### config.mk
export PLATFORM = sky130hd
export DESIGN_NAME = backlight_breathing_generator
export DESIGN_NICKNAME = d
export VERILOG_FILES = /design/src/hdl/bbg_pkg.sv /design/src/hdl/bbg_regs.sv /design/src/hdl/bbg_ctrl.sv /design/src/hdl/bbg_dp.sv /design/src/hdl/backlight_breathing_generator.sv
export SDC_FILE = /design/constraint.sdc
export NUM_CORES = 2
export LEC_CHECK = 0
export BUFFER_PORTS_ARGS = -buffer_cell sky130_fd_sc_hd__buf_2
export CAP_MARGIN = 10
export CELL_PAD_IN_SITES_DETAIL_PLACEMENT = 0
export CELL_PAD_IN_SITES_GLOBAL_PLACEMENT = 2
export CORE_MARGIN = 2
export CORE_UTILIZATION = 42
export CTS_BUF_LIST = sky130_fd_sc_hd__clkbuf_4 sky130_fd_sc_hd__clkbuf_8
export CTS_CLUSTER_DIAMETER = 200
export DETAILED_ROUTE_END_ITERATION = 12
export HOLD_SLACK_MARGIN = 0.12
export PLACE_DENSITY = 0.82
export SLEW_MARGIN = 25
export SYNTH_ARGS = -nofsm -noshare
export SYNTH_HDL_FRONTEND = slang
export SYNTH_SLANG_ARGS = --single-unit
### constraint.sdc
create_clock -name aclk -period 15.4 [get_ports aclk]
set_input_delay 0.77 -clock aclk [delete_from_list [all_inputs] [get_ports aclk]]
set_output_delay 0.77 -clock aclk [all_outputs]
set_load 0.02 [all_outputs]
### src/hdl/bbg_pkg.sv
// ----------------------------------------------------------------------------
// bbg_pkg
// Shared types, constants and tables of the backlight breathing generator.
// ----------------------------------------------------------------------------
`default_nettype none

package bbg_pkg;

    // Defaults for the top level parameters
    localparam int SINE_TABLE_BITS_DEF = 8;
    localparam int FIRST_TICK_MS_DEF   = 24;

    // APB register file
    localparam int APB_ADDR_W = 5;
    localparam int APB_DATA_W = 32;

    typedef enum logic [2:0] {
        REG_PHASE_STEP = 3'd0,
        REG_BASE_MIN   = 3'd1,
        REG_BASE_MAX   = 3'd2,
        REG_DEPTH      = 3'd3,
        REG_BOOST      = 3'd4,
        REG_FILT_RATE  = 3'd5
    } reg_idx_t;

    localparam logic [23:0] PHASE_STEP_RST = 24'd631612;
    localparam logic [15:0] BASE_MIN_RST   = 16'd6554;
    localparam logic [15:0] BASE_MAX_RST   = 16'd47186;
    localparam logic [15:0] DEPTH_RST      = 16'd4260;
    localparam logic [15:0] BOOST_RST      = 16'd2294;
    localparam logic [15:0] FILT_RATE_RST  = 16'd144;

    typedef struct packed {
        logic [23:0] phase_step;
        logic [15:0] base_min;
        logic [15:0] base_max;
        logic [15:0] depth;
        logic [15:0] boost;
        logic [15:0] filt_rate;
    } cfg_t;

    // Request codes
    typedef enum logic [1:0] {
        REQ_TICK    = 2'd0,
        REQ_ON      = 2'd1,
        REQ_OFF     = 2'd2,
        REQ_RESTART = 2'd3
    } req_type_t;

    // Arithmetic constants
    localparam logic [6:0]  DT_MIN           = 7'd5;
    localparam logic [6:0]  DT_MAX           = 7'd80;
    localparam logic [6:0]  FULL_PERCENT     = 7'd100;
    localparam logic [15:0] BIAS_ON          = 16'h7FFF;
    localparam logic [15:0] BIAS_OFF         = 16'h8000;
    localparam logic [15:0] BIAS_FLOOR       = 16'd65;
    localparam logic [15:0] ON_MIN_DELTA     = 16'd15729;
    localparam logic [15:0] ON_HEADROOM_GAIN = 16'd18350;
    localparam logic [15:0] OFF_MIN_DELTA    = 16'd11796;
    localparam logic [15:0] OFF_LEVEL_GAIN   = 16'd10486;
    localparam logic [16:0] SINE_C0          = 17'd102944;
    localparam logic [16:0] SINE_C1          = 17'd42334;
    localparam logic [16:0] SINE_C2          = 17'd5223;
    localparam logic [16:0] SINE_C3          = 17'd307;
    localparam logic [16:0] Q16_ONE          = 17'h10000;
    localparam logic [16:0] WAVE_MID         = 17'h08000;
    localparam logic [25:0] LEVEL_ROUND      = 26'd32768;
    // floor(x/100) = (x * ceil(2^30/100)) >> 30, exact for x below 2^23
    localparam logic [23:0] DIV100_MAGIC     = 24'd10737419;
    localparam logic [31:0] DECAY_PER_MS     = 32'd1072829531;

    // Decay table: exp(-0.00085*k) in Q1.30, k = 0..80
    localparam int DECAY_DEPTH = 81;
    typedef logic [DECAY_DEPTH-1:0][30:0] decay_rom_t;

    function automatic decay_rom_t decay_rom_build();
        decay_rom_t  rom;
        logic [63:0] acc;
        rom[0] = 31'h4000_0000;
        for (int k = 1; k < DECAY_DEPTH; k++) begin
            acc    = 64'(rom[k-1]) * 64'(DECAY_PER_MS) + 64'h2000_0000;
            rom[k] = acc[60:30];
        end
        return rom;
    endfunction

    localparam decay_rom_t DECAY_ROM = decay_rom_build();

    // Controller to datapath
    typedef enum logic [3:0] {
        MUL_NONE,
        MUL_PHASE,
        MUL_BMIN,
        MUL_BMAX,
        MUL_T2,
        MUL_DIV,
        MUL_P1,
        MUL_ALPHA,
        MUL_T2P,
        MUL_QS,
        MUL_DEPTH,
        MUL_FILT,
        MUL_FAC,
        MUL_BIAS,
        MUL_DECAY
    } mul_sel_t;

    typedef enum logic [4:0] {
        WB_NONE,
        WB_PHASE,
        WB_BMIN,
        WB_BMAX,
        WB_T2,
        WB_DIV,
        WB_P1,
        WB_ALPHA,
        WB_P2,
        WB_P3,
        WB_WAVE,
        WB_TGT,
        WB_ABS,
        WB_FILT,
        WB_FAC,
        WB_LVL,
        WB_DECAY
    } wb_sel_t;

    typedef struct packed {
        logic     load;
        mul_sel_t mul_sel;
        wb_sel_t  wb_sel;
        logic     out_load;
    } dp_cmd_t;

    typedef struct packed {
        logic out_stall;
    } dp_status_t;

endpackage

`default_nettype wire

### src/hdl/bbg_regs.sv
// ----------------------------------------------------------------------------
// bbg_regs
// APB register file holding the six configuration registers.
// ----------------------------------------------------------------------------
`default_nettype none

module bbg_regs
    import bbg_pkg::*;
(
    input  wire logic                  aclk,
    input  wire logic                  aresetn,
    input  wire logic                  psel,
    input  wire logic                  penable,
    input  wire logic                  pwrite,
    input  wire logic [APB_ADDR_W-1:0] paddr,
    input  wire logic [APB_DATA_W-1:0] pwdata,
    output logic      [APB_DATA_W-1:0] prdata,
    output logic                       pready,
    output cfg_t                       cfg
);

    cfg_t       cfg_reg;
    logic [2:0] idx;
    logic       wr_en;

    assign idx    = paddr[4:2];
    assign wr_en  = psel & penable & pwrite;
    assign pready = 1'b1;
    assign cfg    = cfg_reg;

    always_ff @(posedge aclk) begin
        if (!aresetn) begin
            cfg_reg.phase_step <= PHASE_STEP_RST;
            cfg_reg.base_min   <= BASE_MIN_RST;
            cfg_reg.base_max   <= BASE_MAX_RST;
            cfg_reg.depth      <= DEPTH_RST;
            cfg_reg.boost      <= BOOST_RST;
            cfg_reg.filt_rate  <= FILT_RATE_RST;
        end else if (wr_en) begin
            unique case (idx)
                REG_PHASE_STEP: cfg_reg.phase_step <= pwdata[23:0];
                REG_BASE_MIN:   cfg_reg.base_min   <= pwdata[15:0];
                REG_BASE_MAX:   cfg_reg.base_max   <= pwdata[15:0];
                REG_DEPTH:      cfg_reg.depth      <= pwdata[15:0];
                REG_BOOST:      cfg_reg.boost      <= pwdata[15:0];
                REG_FILT_RATE:  cfg_reg.filt_rate  <= pwdata[15:0];
                default: ;
            endcase
        end
    end

    always_comb begin
        unique case (idx)
            REG_PHASE_STEP: prdata = APB_DATA_W'(cfg_reg.phase_step);
            REG_BASE_MIN:   prdata = APB_DATA_W'(cfg_reg.base_min);
            REG_BASE_MAX:   prdata = APB_DATA_W'(cfg_reg.base_max);
            REG_DEPTH:      prdata = APB_DATA_W'(cfg_reg.depth);
            REG_BOOST:      prdata = APB_DATA_W'(cfg_reg.boost);
            REG_FILT_RATE:  prdata = APB_DATA_W'(cfg_reg.filt_rate);
            default:        prdata = '0;
        endcase
    end

endmodule

`default_nettype wire

### src/hdl/bbg_ctrl.sv
// ----------------------------------------------------------------------------
// bbg_ctrl
// Sequencer: walks a tick through the shared multiplier schedule.
// ----------------------------------------------------------------------------
`default_nettype none

module bbg_ctrl
    import bbg_pkg::*;
(
    input  wire logic       aclk,
    input  wire logic       aresetn,
    input  wire logic       s_valid,
    input  wire logic [1:0] s_req_type,
    output logic            s_ready,
    input  dp_status_t      status,
    output dp_cmd_t         cmd
);

    // Most states issue one product and/or retire the previous one
    typedef enum logic [24:0] {
        ST_IDLE   = 25'h0000001,
        ST_PHASE  = 25'h0000002,
        ST_BMIN   = 25'h0000004,
        ST_BMAX   = 25'h0000008,
        ST_T2     = 25'h0000010,
        ST_DIV    = 25'h0000020,
        ST_P1     = 25'h0000040,
        ST_ALPHA  = 25'h0000080,
        ST_P2     = 25'h0000100,
        ST_P2W    = 25'h0000200,
        ST_P3     = 25'h0000400,
        ST_P3W    = 25'h0000800,
        ST_QS     = 25'h0001000,
        ST_WAVE   = 25'h0002000,
        ST_DEPTH  = 25'h0004000,
        ST_TGT    = 25'h0008000,
        ST_ABS    = 25'h0010000,
        ST_FILT_M = 25'h0020000,
        ST_FILT   = 25'h0040000,
        ST_FAC_M  = 25'h0080000,
        ST_FAC    = 25'h0100000,
        ST_BIAS_M = 25'h0200000,
        ST_LVL    = 25'h0400000,
        ST_DECAY  = 25'h0800000,
        ST_OUT    = 25'h1000000
    } state_t;

    state_t state_reg, state_next;

    assign s_ready = (state_reg == ST_IDLE);

    always_ff @(posedge aclk) begin
        if (!aresetn) begin
            state_reg <= ST_IDLE;
        end else begin
            state_reg <= state_next;
        end
    end

    always_comb begin
        state_next   = state_reg;
        cmd.load     = 1'b0;
        cmd.mul_sel  = MUL_NONE;
        cmd.wb_sel   = WB_NONE;
        cmd.out_load = 1'b0;
        unique case (state_reg)
            ST_IDLE: begin
                if (s_valid) begin
                    cmd.load = 1'b1;
                    if (s_req_type == REQ_TICK) begin
                        state_next = ST_PHASE;
                    end
                end
            end
            ST_PHASE: begin
                cmd.mul_sel = MUL_PHASE;
                state_next  = ST_BMIN;
            end
            ST_BMIN: begin
                cmd.mul_sel = MUL_BMIN;
                cmd.wb_sel  = WB_PHASE;
                state_next  = ST_BMAX;
            end
            ST_BMAX: begin
                cmd.mul_sel = MUL_BMAX;
                cmd.wb_sel  = WB_BMIN;
                state_next  = ST_T2;
            end
            ST_T2: begin
                cmd.mul_sel = MUL_T2;
                cmd.wb_sel  = WB_BMAX;
                state_next  = ST_DIV;
            end
            ST_DIV: begin
                cmd.mul_sel = MUL_DIV;
                cmd.wb_sel  = WB_T2;
                state_next  = ST_P1;
            end
            ST_P1: begin
                cmd.mul_sel = MUL_P1;
                cmd.wb_sel  = WB_DIV;
                state_next  = ST_ALPHA;
            end
            ST_ALPHA: begin
                cmd.mul_sel = MUL_ALPHA;
                cmd.wb_sel  = WB_P1;
                state_next  = ST_P2;
            end
            ST_P2: begin
                cmd.mul_sel = MUL_T2P;
                cmd.wb_sel  = WB_ALPHA;
                state_next  = ST_P2W;
            end
            ST_P2W: begin
                cmd.wb_sel = WB_P2;
                state_next = ST_P3;
            end
            ST_P3: begin
                cmd.mul_sel = MUL_T2P;
                state_next  = ST_P3W;
            end
            ST_P3W: begin
                cmd.wb_sel = WB_P3;
                state_next = ST_QS;
            end
            ST_QS: begin
                cmd.mul_sel = MUL_QS;
                state_next  = ST_WAVE;
            end
            ST_WAVE: begin
                cmd.wb_sel = WB_WAVE;
                state_next = ST_DEPTH;
            end
            ST_DEPTH: begin
                cmd.mul_sel = MUL_DEPTH;
                state_next  = ST_TGT;
            end
            ST_TGT: begin
                cmd.wb_sel = WB_TGT;
                state_next = ST_ABS;
            end
            ST_ABS: begin
                cmd.wb_sel = WB_ABS;
                state_next = ST_FILT_M;
            end
            ST_FILT_M: begin
                cmd.mul_sel = MUL_FILT;
                state_next  = ST_FILT;
            end
            ST_FILT: begin
                cmd.wb_sel = WB_FILT;
                state_next = ST_FAC_M;
            end
            ST_FAC_M: begin
                cmd.mul_sel = MUL_FAC;
                state_next  = ST_FAC;
            end
            ST_FAC: begin
                cmd.wb_sel = WB_FAC;
                state_next = ST_BIAS_M;
            end
            ST_BIAS_M: begin
                cmd.mul_sel = MUL_BIAS;
                state_next  = ST_LVL;
            end
            ST_LVL: begin
                cmd.mul_sel = MUL_DECAY;
                cmd.wb_sel  = WB_LVL;
                state_next  = ST_DECAY;
            end
            ST_DECAY: begin
                cmd.wb_sel = WB_DECAY;
                state_next = ST_OUT;
            end
            ST_OUT: begin
                // hold until the output register is free
                if (!status.out_stall) begin
                    cmd.out_load = 1'b1;
                    state_next   = ST_IDLE;
                end
            end
            default: begin
                state_next = ST_IDLE;
            end
        endcase
    end

endmodule

`default_nettype wire

### src/hdl/bbg_dp.sv
// ----------------------------------------------------------------------------
// bbg_dp
// Datapath: state registers, one shared 32x32 multiplier, output register.
// ----------------------------------------------------------------------------
`default_nettype none

module bbg_dp
    import bbg_pkg::*;
#(
    parameter int SINE_TABLE_BITS = SINE_TABLE_BITS_DEF,
    parameter int FIRST_TICK_MS   = FIRST_TICK_MS_DEF
) (
    input  wire logic       aclk,
    input  wire logic       aresetn,
    input  dp_cmd_t         cmd,
    output dp_status_t      status,
    input  cfg_t            cfg,
    input  wire logic [1:0] s_req_type,
    input  wire logic [7:0] s_elapsed_ms,
    input  wire logic [6:0] s_brightness_percent,
    input  wire logic       s_audio_playing,
    output logic            m_valid,
    input  wire logic       m_ready,
    output logic      [9:0] m_drive_level
);

    localparam int QB  = SINE_TABLE_BITS - 2;
    localparam int PAD = 16 - QB;
    localparam logic [7:0] FIRST_MS = 8'(FIRST_TICK_MS);

    // model state
    logic [31:0] phase_reg;
    logic [15:0] filt_reg;
    logic [15:0] bias_reg;
    logic        seeded_reg;
    // per-tick working registers
    logic [6:0]  dt_reg;
    logic [6:0]  bp_reg;
    logic        aud_reg;
    logic [22:0] bsum_reg;
    logic [15:0] base_reg;
    logic [16:0] t2_reg;
    logic [16:0] p_reg;
    logic [16:0] alpha_reg;
    logic [16:0] wave_reg;
    logic [15:0] tgt_reg;
    logic [15:0] diff_reg;
    logic        up_reg;
    logic [15:0] fac_reg;
    logic [15:0] lvl_reg;
    logic [63:0] prod_reg;
    logic [9:0]  out_reg;
    logic        m_valid_reg;

    logic [7:0]  dt_src;
    logic [6:0]  dt_clamped;
    logic [6:0]  bp_clamped;
    logic [15:0] t_raw;
    logic [16:0] t_val;
    logic        bias_neg;
    logic        bias_pos;
    logic [15:0] bias_mag;
    logic [31:0] mul_a;
    logic [31:0] mul_b;
    logic [63:0] mul_p;
    logic [15:0] qs_sat;
    logic [15:0] qs_half;
    logic [17:0] tgt_sum;
    logic [16:0] bias_d;
    logic [16:0] lvl_up;
    logic [15:0] decay_val;
    logic [25:0] lvl_scaled;

    // dt and brightness clamps at item entry
    assign dt_src = seeded_reg ? s_elapsed_ms : FIRST_MS;
    assign dt_clamped = (dt_src < 8'(DT_MIN)) ? DT_MIN :
                        (dt_src > 8'(DT_MAX)) ? DT_MAX : dt_src[6:0];
    assign bp_clamped = (s_brightness_percent > FULL_PERCENT) ? FULL_PERCENT
                                                              : s_brightness_percent;

    // quarter-wave argument; phase[31:30] is the quadrant
    assign t_raw = {phase_reg[29 -: QB], {PAD{1'b0}}};
    assign t_val = phase_reg[30] ? (Q16_ONE - {1'b0, t_raw}) : {1'b0, t_raw};

    assign bias_neg = bias_reg[15];
    assign bias_pos = !bias_reg[15] && (bias_reg != 16'd0);
    assign bias_mag = bias_neg ? (16'd0 - bias_reg) : bias_reg;

    // shared multiplier operand select
    always_comb begin
        mul_a = '0;
        mul_b = '0;
        case (cmd.mul_sel)
            MUL_PHASE: begin
                mul_a = 32'(cfg.phase_step);
                mul_b = 32'(dt_reg);
            end
            MUL_BMIN: begin
                mul_a = 32'(cfg.base_min);
                mul_b = 32'(FULL_PERCENT - bp_reg);
            end
            MUL_BMAX: begin
                mul_a = 32'(cfg.base_max);
                mul_b = 32'(bp_reg);
            end
            MUL_T2: begin
                mul_a = 32'(t_val);
                mul_b = 32'(t_val);
            end
            MUL_DIV: begin
                mul_a = 32'(bsum_reg);
                mul_b = 32'(DIV100_MAGIC);
            end
            MUL_P1: begin
                mul_a = 32'(t2_reg);
                mul_b = 32'(SINE_C3);
            end
            MUL_ALPHA: begin
                mul_a = 32'(cfg.filt_rate);
                mul_b = 32'(dt_reg);
            end
            MUL_T2P: begin
                mul_a = 32'(t2_reg);
                mul_b = 32'(p_reg);
            end
            MUL_QS: begin
                mul_a = 32'(t_val);
                mul_b = 32'(p_reg);
            end
            MUL_DEPTH: begin
                mul_a = 32'(cfg.depth);
                mul_b = 32'(wave_reg);
            end
            MUL_FILT: begin
                mul_a = 32'(diff_reg);
                mul_b = 32'(alpha_reg);
            end
            MUL_FAC: begin
                if (bias_neg) begin
                    mul_a = 32'(OFF_LEVEL_GAIN);
                    mul_b = 32'(filt_reg);
                end else begin
                    mul_a = 32'(ON_HEADROOM_GAIN);
                    mul_b = 32'(Q16_ONE - {1'b0, filt_reg});
                end
            end
            MUL_BIAS: begin
                mul_a = 32'(bias_mag);
                mul_b = 32'(fac_reg);
            end
            MUL_DECAY: begin
                mul_a = 32'(bias_mag);
                mul_b = 32'(DECAY_ROM[dt_reg]);
            end
            default: ;
        endcase
    end

    assign mul_p = mul_a * mul_b;

    // post-product helpers
    assign qs_sat     = prod_reg[32] ? 16'hFFFF : prod_reg[31:16];
    assign qs_half    = 16'(({1'b0, qs_sat} + 17'd1) >> 1);
    assign tgt_sum    = 18'(base_reg) + 18'(prod_reg[31:16])
                      + (aud_reg ? 18'(cfg.boost) : 18'd0);
    assign bias_d     = prod_reg[31:15];
    assign lvl_up     = 17'(filt_reg) + bias_d;
    assign decay_val  = prod_reg[45:30];
    // lvl * 1023 + half, as shift and subtract
    assign lvl_scaled = ({lvl_reg, 10'd0} - 26'(lvl_reg)) + LEVEL_ROUND;

    // model state with reset
    always_ff @(posedge aclk) begin
        if (!aresetn) begin
            phase_reg  <= '0;
            filt_reg   <= '0;
            bias_reg   <= '0;
            seeded_reg <= 1'b0;
        end else if (cmd.load) begin
            case (s_req_type)
                REQ_ON:      bias_reg <= BIAS_ON;
                REQ_OFF:     bias_reg <= BIAS_OFF;
                REQ_RESTART: begin
                    bias_reg   <= '0;
                    seeded_reg <= 1'b0;
                end
                default: ;
            endcase
        end else begin
            case (cmd.wb_sel)
                WB_PHASE: phase_reg <= phase_reg + prod_reg[31:0];
                WB_FILT: begin
                    if (!seeded_reg) begin
                        filt_reg   <= tgt_reg;
                        seeded_reg <= 1'b1;
                    end else if (up_reg) begin
                        filt_reg <= filt_reg + prod_reg[31:16];
                    end else begin
                        filt_reg <= filt_reg - prod_reg[31:16];
                    end
                end
                WB_DECAY: begin
                    if (bias_mag > BIAS_FLOOR) begin
                        bias_reg <= bias_neg ? (16'd0 - decay_val) : decay_val;
                    end else begin
                        bias_reg <= '0;
                    end
                end
                default: ;
            endcase
        end
    end

    // working registers, no reset needed
    always_ff @(posedge aclk) begin
        prod_reg <= mul_p;
        if (cmd.load) begin
            dt_reg  <= dt_clamped;
            bp_reg  <= bp_clamped;
            aud_reg <= s_audio_playing;
        end
        case (cmd.wb_sel)
            WB_BMIN:  bsum_reg <= prod_reg[22:0];
            WB_BMAX:  bsum_reg <= bsum_reg + prod_reg[22:0];
            WB_T2:    t2_reg   <= prod_reg[32:16];
            WB_DIV:   base_reg <= prod_reg[45:30];
            WB_P1:    p_reg    <= SINE_C2 - prod_reg[32:16];
            WB_ALPHA: begin
                alpha_reg <= (prod_reg[22:0] > 23'(Q16_ONE)) ? Q16_ONE : prod_reg[16:0];
            end
            WB_P2:    p_reg    <= SINE_C1 - prod_reg[32:16];
            WB_P3:    p_reg    <= SINE_C0 - prod_reg[32:16];
            WB_WAVE: begin
                wave_reg <= phase_reg[31] ? (WAVE_MID - 17'(qs_half))
                                          : (WAVE_MID + 17'(qs_half));
            end
            WB_TGT:   tgt_reg  <= (tgt_sum > 18'h0FFFF) ? 16'hFFFF : tgt_sum[15:0];
            WB_ABS: begin
                if (tgt_reg >= filt_reg) begin
                    diff_reg <= tgt_reg - filt_reg;
                    up_reg   <= 1'b1;
                end else begin
                    diff_reg <= filt_reg - tgt_reg;
                    up_reg   <= 1'b0;
                end
            end
            WB_FAC: begin
                fac_reg <= (bias_neg ? OFF_MIN_DELTA : ON_MIN_DELTA) + prod_reg[31:16];
            end
            WB_LVL: begin
                if (bias_pos) begin
                    lvl_reg <= lvl_up[16] ? 16'hFFFF : lvl_up[15:0];
                end else if (bias_neg) begin
                    lvl_reg <= (bias_d >= 17'(filt_reg)) ? 16'd0
                                                         : (filt_reg - bias_d[15:0]);
                end else begin
                    lvl_reg <= filt_reg;
                end
            end
            default: ;
        endcase
        if (cmd.out_load) begin
            out_reg <= lvl_scaled[25:16];
        end
    end

    // output register
    always_ff @(posedge aclk) begin
        if (!aresetn) begin
            m_valid_reg <= 1'b0;
        end else if (cmd.out_load) begin
            m_valid_reg <= 1'b1;
        end else if (m_ready) begin
            m_valid_reg <= 1'b0;
        end
    end

    assign status.out_stall = m_valid_reg & ~m_ready;
    assign m_valid          = m_valid_reg;
    assign m_drive_level    = out_reg;

endmodule

`default_nettype wire

### src/hdl/backlight_breathing_generator.sv
// ----------------------------------------------------------------------------
// backlight_breathing_generator
// Tick: runs the 24-step schedule on the single shared 32x32 multiplier;
//   no new item is taken until the schedule is back in idle.
// Toggle and restart: taken without leaving idle, no result.
// A finished result waits in the output register while the next item enters.
// Reset (aresetn, synchronous, active low): registers to defaults, phase,
//   filter and bias to zero, filter unseeded, no result pending.
// ----------------------------------------------------------------------------
`default_nettype none

module backlight_breathing_generator
    import bbg_pkg::*;
#(
    parameter int SINE_TABLE_BITS = SINE_TABLE_BITS_DEF,
    parameter int FIRST_TICK_MS   = FIRST_TICK_MS_DEF
) (
    input  wire logic                  aclk,
    input  wire logic                  aresetn,
    // item input
    input  wire logic                  s_valid,
    output logic                       s_ready,
    input  wire logic [1:0]            s_req_type,
    input  wire logic [7:0]            s_elapsed_ms,
    input  wire logic [6:0]            s_brightness_percent,
    input  wire logic                  s_audio_playing,
    // result output
    output logic                       m_valid,
    input  wire logic                  m_ready,
    output logic      [9:0]            m_drive_level,
    // APB configuration
    input  wire logic                  psel,
    input  wire logic                  penable,
    input  wire logic                  pwrite,
    input  wire logic [APB_ADDR_W-1:0] paddr,
    input  wire logic [APB_DATA_W-1:0] pwdata,
    output logic      [APB_DATA_W-1:0] prdata,
    output logic                       pready
);

    cfg_t       cfg;
    dp_cmd_t    cmd;
    dp_status_t status;

    // Config registers; the user must write them only between items (not enforced)
    bbg_regs u_regs (
        .aclk    (aclk),
        .aresetn (aresetn),
        .psel    (psel),
        .penable (penable),
        .pwrite  (pwrite),
        .paddr   (paddr),
        .pwdata  (pwdata),
        .prdata  (prdata),
        .pready  (pready),
        .cfg     (cfg)
    );

    // Sequencer: one state per multiplier issue / retire slot
    bbg_ctrl u_ctrl (
        .aclk       (aclk),
        .aresetn    (aresetn),
        .s_valid    (s_valid),
        .s_req_type (s_req_type),
        .s_ready    (s_ready),
        .status     (status),
        .cmd        (cmd)
    );

    // Datapath: phase, sine polynomial, base/target, filter, bias, output
    bbg_dp #(
        .SINE_TABLE_BITS (SINE_TABLE_BITS),
        .FIRST_TICK_MS   (FIRST_TICK_MS)
    ) u_dp (
        .aclk                 (aclk),
        .aresetn              (aresetn),
        .cmd                  (cmd),
        .status               (status),
        .cfg                  (cfg),
        .s_req_type           (s_req_type),
        .s_elapsed_ms         (s_elapsed_ms),
        .s_brightness_percent (s_brightness_percent),
        .s_audio_playing      (s_audio_playing),
        .m_valid              (m_valid),
        .m_ready              (m_ready),
        .m_drive_level        (m_drive_level)
    );

endmodule

`default_nettype wire

==> metrics.md <==
| Metric | Value |
|---|---|
| Die width | 365.4 um |
| Most used DFF post-synth | dfxtp_1 |
| Top Ports | 107 |
| Critical Path Max Stage Delay | 0.81 ns |
| RR Startpoint | u_ctrl.state_reg[4] |
| Synth area leader | fa_1 |
| Largest net degree at the start of global routing | 90 |
| Worst path arrival time | 13.15 ns |
| Cells after Synth | 6471 |
| Startpoint Class | register |
| Final setup vio count | 0 |
| Filler cell count | 13060 |
| Worst Setup End Kind | register |
| Tot Pwr | 3.967 mW |
| Vias in the first global route | 46210 |
| Worst Skew | 0.06458 ns |
| Yosys reg bits | 438 |
| Top cell type's share of synthesized area | 22.73% |
| Yosys cell types | 98 |
| Final wirelength | 199900 um |
| Mapped Area | 54860 um2 |
| Slowest stage cell, crit path | a211oi_1 |
| Cts hold-fix bufs | 1 |
| Place WS | 3.146 ns |
| Worst skew pair latency | 0.78 ns |
| Min Tclk post-route | 12.43 ns |
| MaxCap Viol Count | 0 |
| DR WL/cell | 23.93 um |
| Cell family with most CP delay | adder cells |
| Number of enable flip-flop cells after synthesis | 197 |
| Setup slack, reg-to-reg | 2.97 ns |
| Met2 GRT Util | 45.83% |
| Worst R2R End | u_dp.prod_reg[38] |
| Clock sinks | 438 |
| Total GRT Usage | 30.11% |
| Die area | 133500 um2 |
| Worst Hold Path Cells | 3 |
| VDD IR-drop max | 104.1 uV |
| Total number of vias | 47350 |
| # nets final | 7677 |
| Vias per inst | 5.668 |
| FFs w/ async S/R, synth | 0% |
| Met3 Track Usage GR | 4.473% |
| DP HPWL | 151100 um |
| Die Y | 365.4 um |
| Gr ovfl total | 0 |
| RSZ-0062 raised after global routing | no |
| Leak | 26.67 nW |
| Hold Violations, Final | 0 |
| Root cell of the clock tree | clkbuf_8 |
| CTS HTree Levels | 3 |
| Buffers & Inverters on Critical Path | 8 |
| Commonest non-fill, non-tap cell in the layout | inv_1 |
| Iter 0 DRT Violations | 4465 |
| Max Transition Viols Final | 0 |
| F_max | 80.48 MHz |
| Max reg flops | 104 |
| R2R depth | 34 |
| Final worst-path setup slack | 2.974 ns |
| Req. time, crit path | 16.12 ns |
| CTS tree | built |
| Hold crit path type | in -> reg |
| Detailed Routing Iterations Pass 1 | 8 |
| Yosys synthesis warning count | 0 |
| Crit path max fanout | 19 |
| GRT Max-Usage Layer | met2 |
| Post-CTS Setup Bufs | 0 |
| M1 GR Usage | 43.58% |
| Worst Tran Pin Value | 1.127 ns |
| CP dominant cell by count | fa_1 |
| Placer Congestion | 0.9352 |
| Sequential cell area fraction in the yosys report | 19.58% |
| Core region area | 129600 um2 |
| Max clock buf depth | 3 |
| Drt drc | 0 |
| Hold Path End | u_regs.cfg[99] |
| Crit path kind | reg -> reg |
| Reg clk slew, reported paths | 0.06 ns |
| Post_cts resized | 0 |
| Most frequent cells in the layout | inv_1, nand2_1, fa_1 |
| Outcome | finished clean |
| CTS Buf Count | 81 |
| Initial core utilization | 42.32% |
| Synth top area cells | fa_1, edfxtp_1, ha_1 |
| PwrDens | 66.54 nW/um2 |
| TNS Setup | 0 ns |
| PortBufs | 87 |
| Avg Inst Size Synth | 8.478 um2 |
| Layout cells sized above 1 | 8.041% |
| Final Cycle Share | 80.69% |
| Slew margin rel. | 24.80% |
| FP Rows | 132 |
| First-pass GRT wire length | 299700 um |
| DRT antenna net count | 0 |
| Initial antenna violation count | 13 |
| Area growth from synthesis to layout | 8.650% |
| Hold path startpoint | pwdata[19] |
==> worst max path at each step <==
stage / endpoint / cells past startpoint / slack (ns) / from
6_report: u_dp.prod_reg[38] / 34 / 2.97 / u_ctrl.state_reg[4]
5_1_grt: u_dp.prod_reg[38] / 34 / 2.32 / u_ctrl.state_reg[4]
4_1_cts: u_dp.prod_reg[38] / 34 / 3.10 / u_ctrl.state_reg[4]
3_5_place_dp: u_dp.prod_reg[38] / 34 / 3.15 / u_ctrl.state_reg[4]
3_3_place_gp: u_dp.prod_reg[38] / 33 / 3.24 / u_ctrl.state_reg[12]
2_1_floorplan: u_dp.prod_reg[38] / 33 / 4.55 / u_ctrl.state_reg[24]
==> metal layers <==
layer  routed length (um)  part of all wire, %
met5                    7               0.0035
met3                15270                  7.6
met1                89910                   45
met4                 7296                  3.6
met2                87410                   44
==> worst min-delay path, stage by stage <==
cell	delay, ns
buf_2	0.07
nand2_1	0.04
nand3_1	0.06
==> synthesized netlist by cell type, drive strengths merged, types with 24 or more instances <==
cell type    n
inv        900
nand2      696
fa         623
nor2       599
ha         455
a21oi      404
dfxtp      241
clkbuf     231
o21ai      230
edfxtp     197
xnor2      180
nand3      142
nand2b     139
nor3       113
buf         90
a21o        87
or2         82
xor2        82
and2        76
a22oi       74
a31oi       73
a211oi      63
nor2b       58
and3        44
or3         43
nand4       39
nor4        37
mux2i       30
o31ai       30
a221oi      28
o21bai      28
o211ai      24
==> final cells by class <==
class	instances	area (um2)	share of cell area [%]
Inverter	909	3415	5.728
Sequential cell	438	10740	18.02
Timing Repair Buffer	221	1448	2.429
Clock inverter	35	347.8	0.5835
Clock buffer	115	1451	2.435
Tap cell	1742	2180	3.657
Antenna cell	8	20.02	0.03358
Multi-Input combinational cell	4886	40010	67.11
==> cells by family after synthesis <==
group	Yosys count	synth area share (%)
buf+inv	1230	8.605
flops	438	19.58
fa+ha+maj	1078	33.11
xor+xnor	262	4.183
mux	44	0.9579
other cells	2	0.01369
compound gates	1270	15.05
simple gates	2147	18.51
==> power breakdown <==
part | total [mW] | leakage [nW] | switching (mW) | internal, mW
clock network | 1.27 | 0.948 | 0.582 | 0.689
logic | 1.34 | 21.9 | 0.822 | 0.517
registers | 1.36 | 3.79 | 0.0781 | 1.28
total | 3.97 | 26.7 | 1.48 | 2.48
==> per-stage QoR <==
| step | cell area (um2) | hold WS, ns | utilization [%] | instances |
|---|---|---|---|---|
| 2_1_floorplan | 55170 | 0.4292 | - | 6554 |
| 3_3_place_gp | 57750 | 0.4425 | 44.54 | 8193 |
| 3_5_place_dp | 57750 | 0.4483 | 44.54 | 8193 |
| 4_1_cts | 59560 | 0.1350 | 45.94 | 8344 |
| 5_1_grt | 59600 | 0.1737 | 45.97 | 8350 |
| 6_report | 59610 | 0.2023 | 45.98 | 8354 |
(Power assumes the default switching activity.)
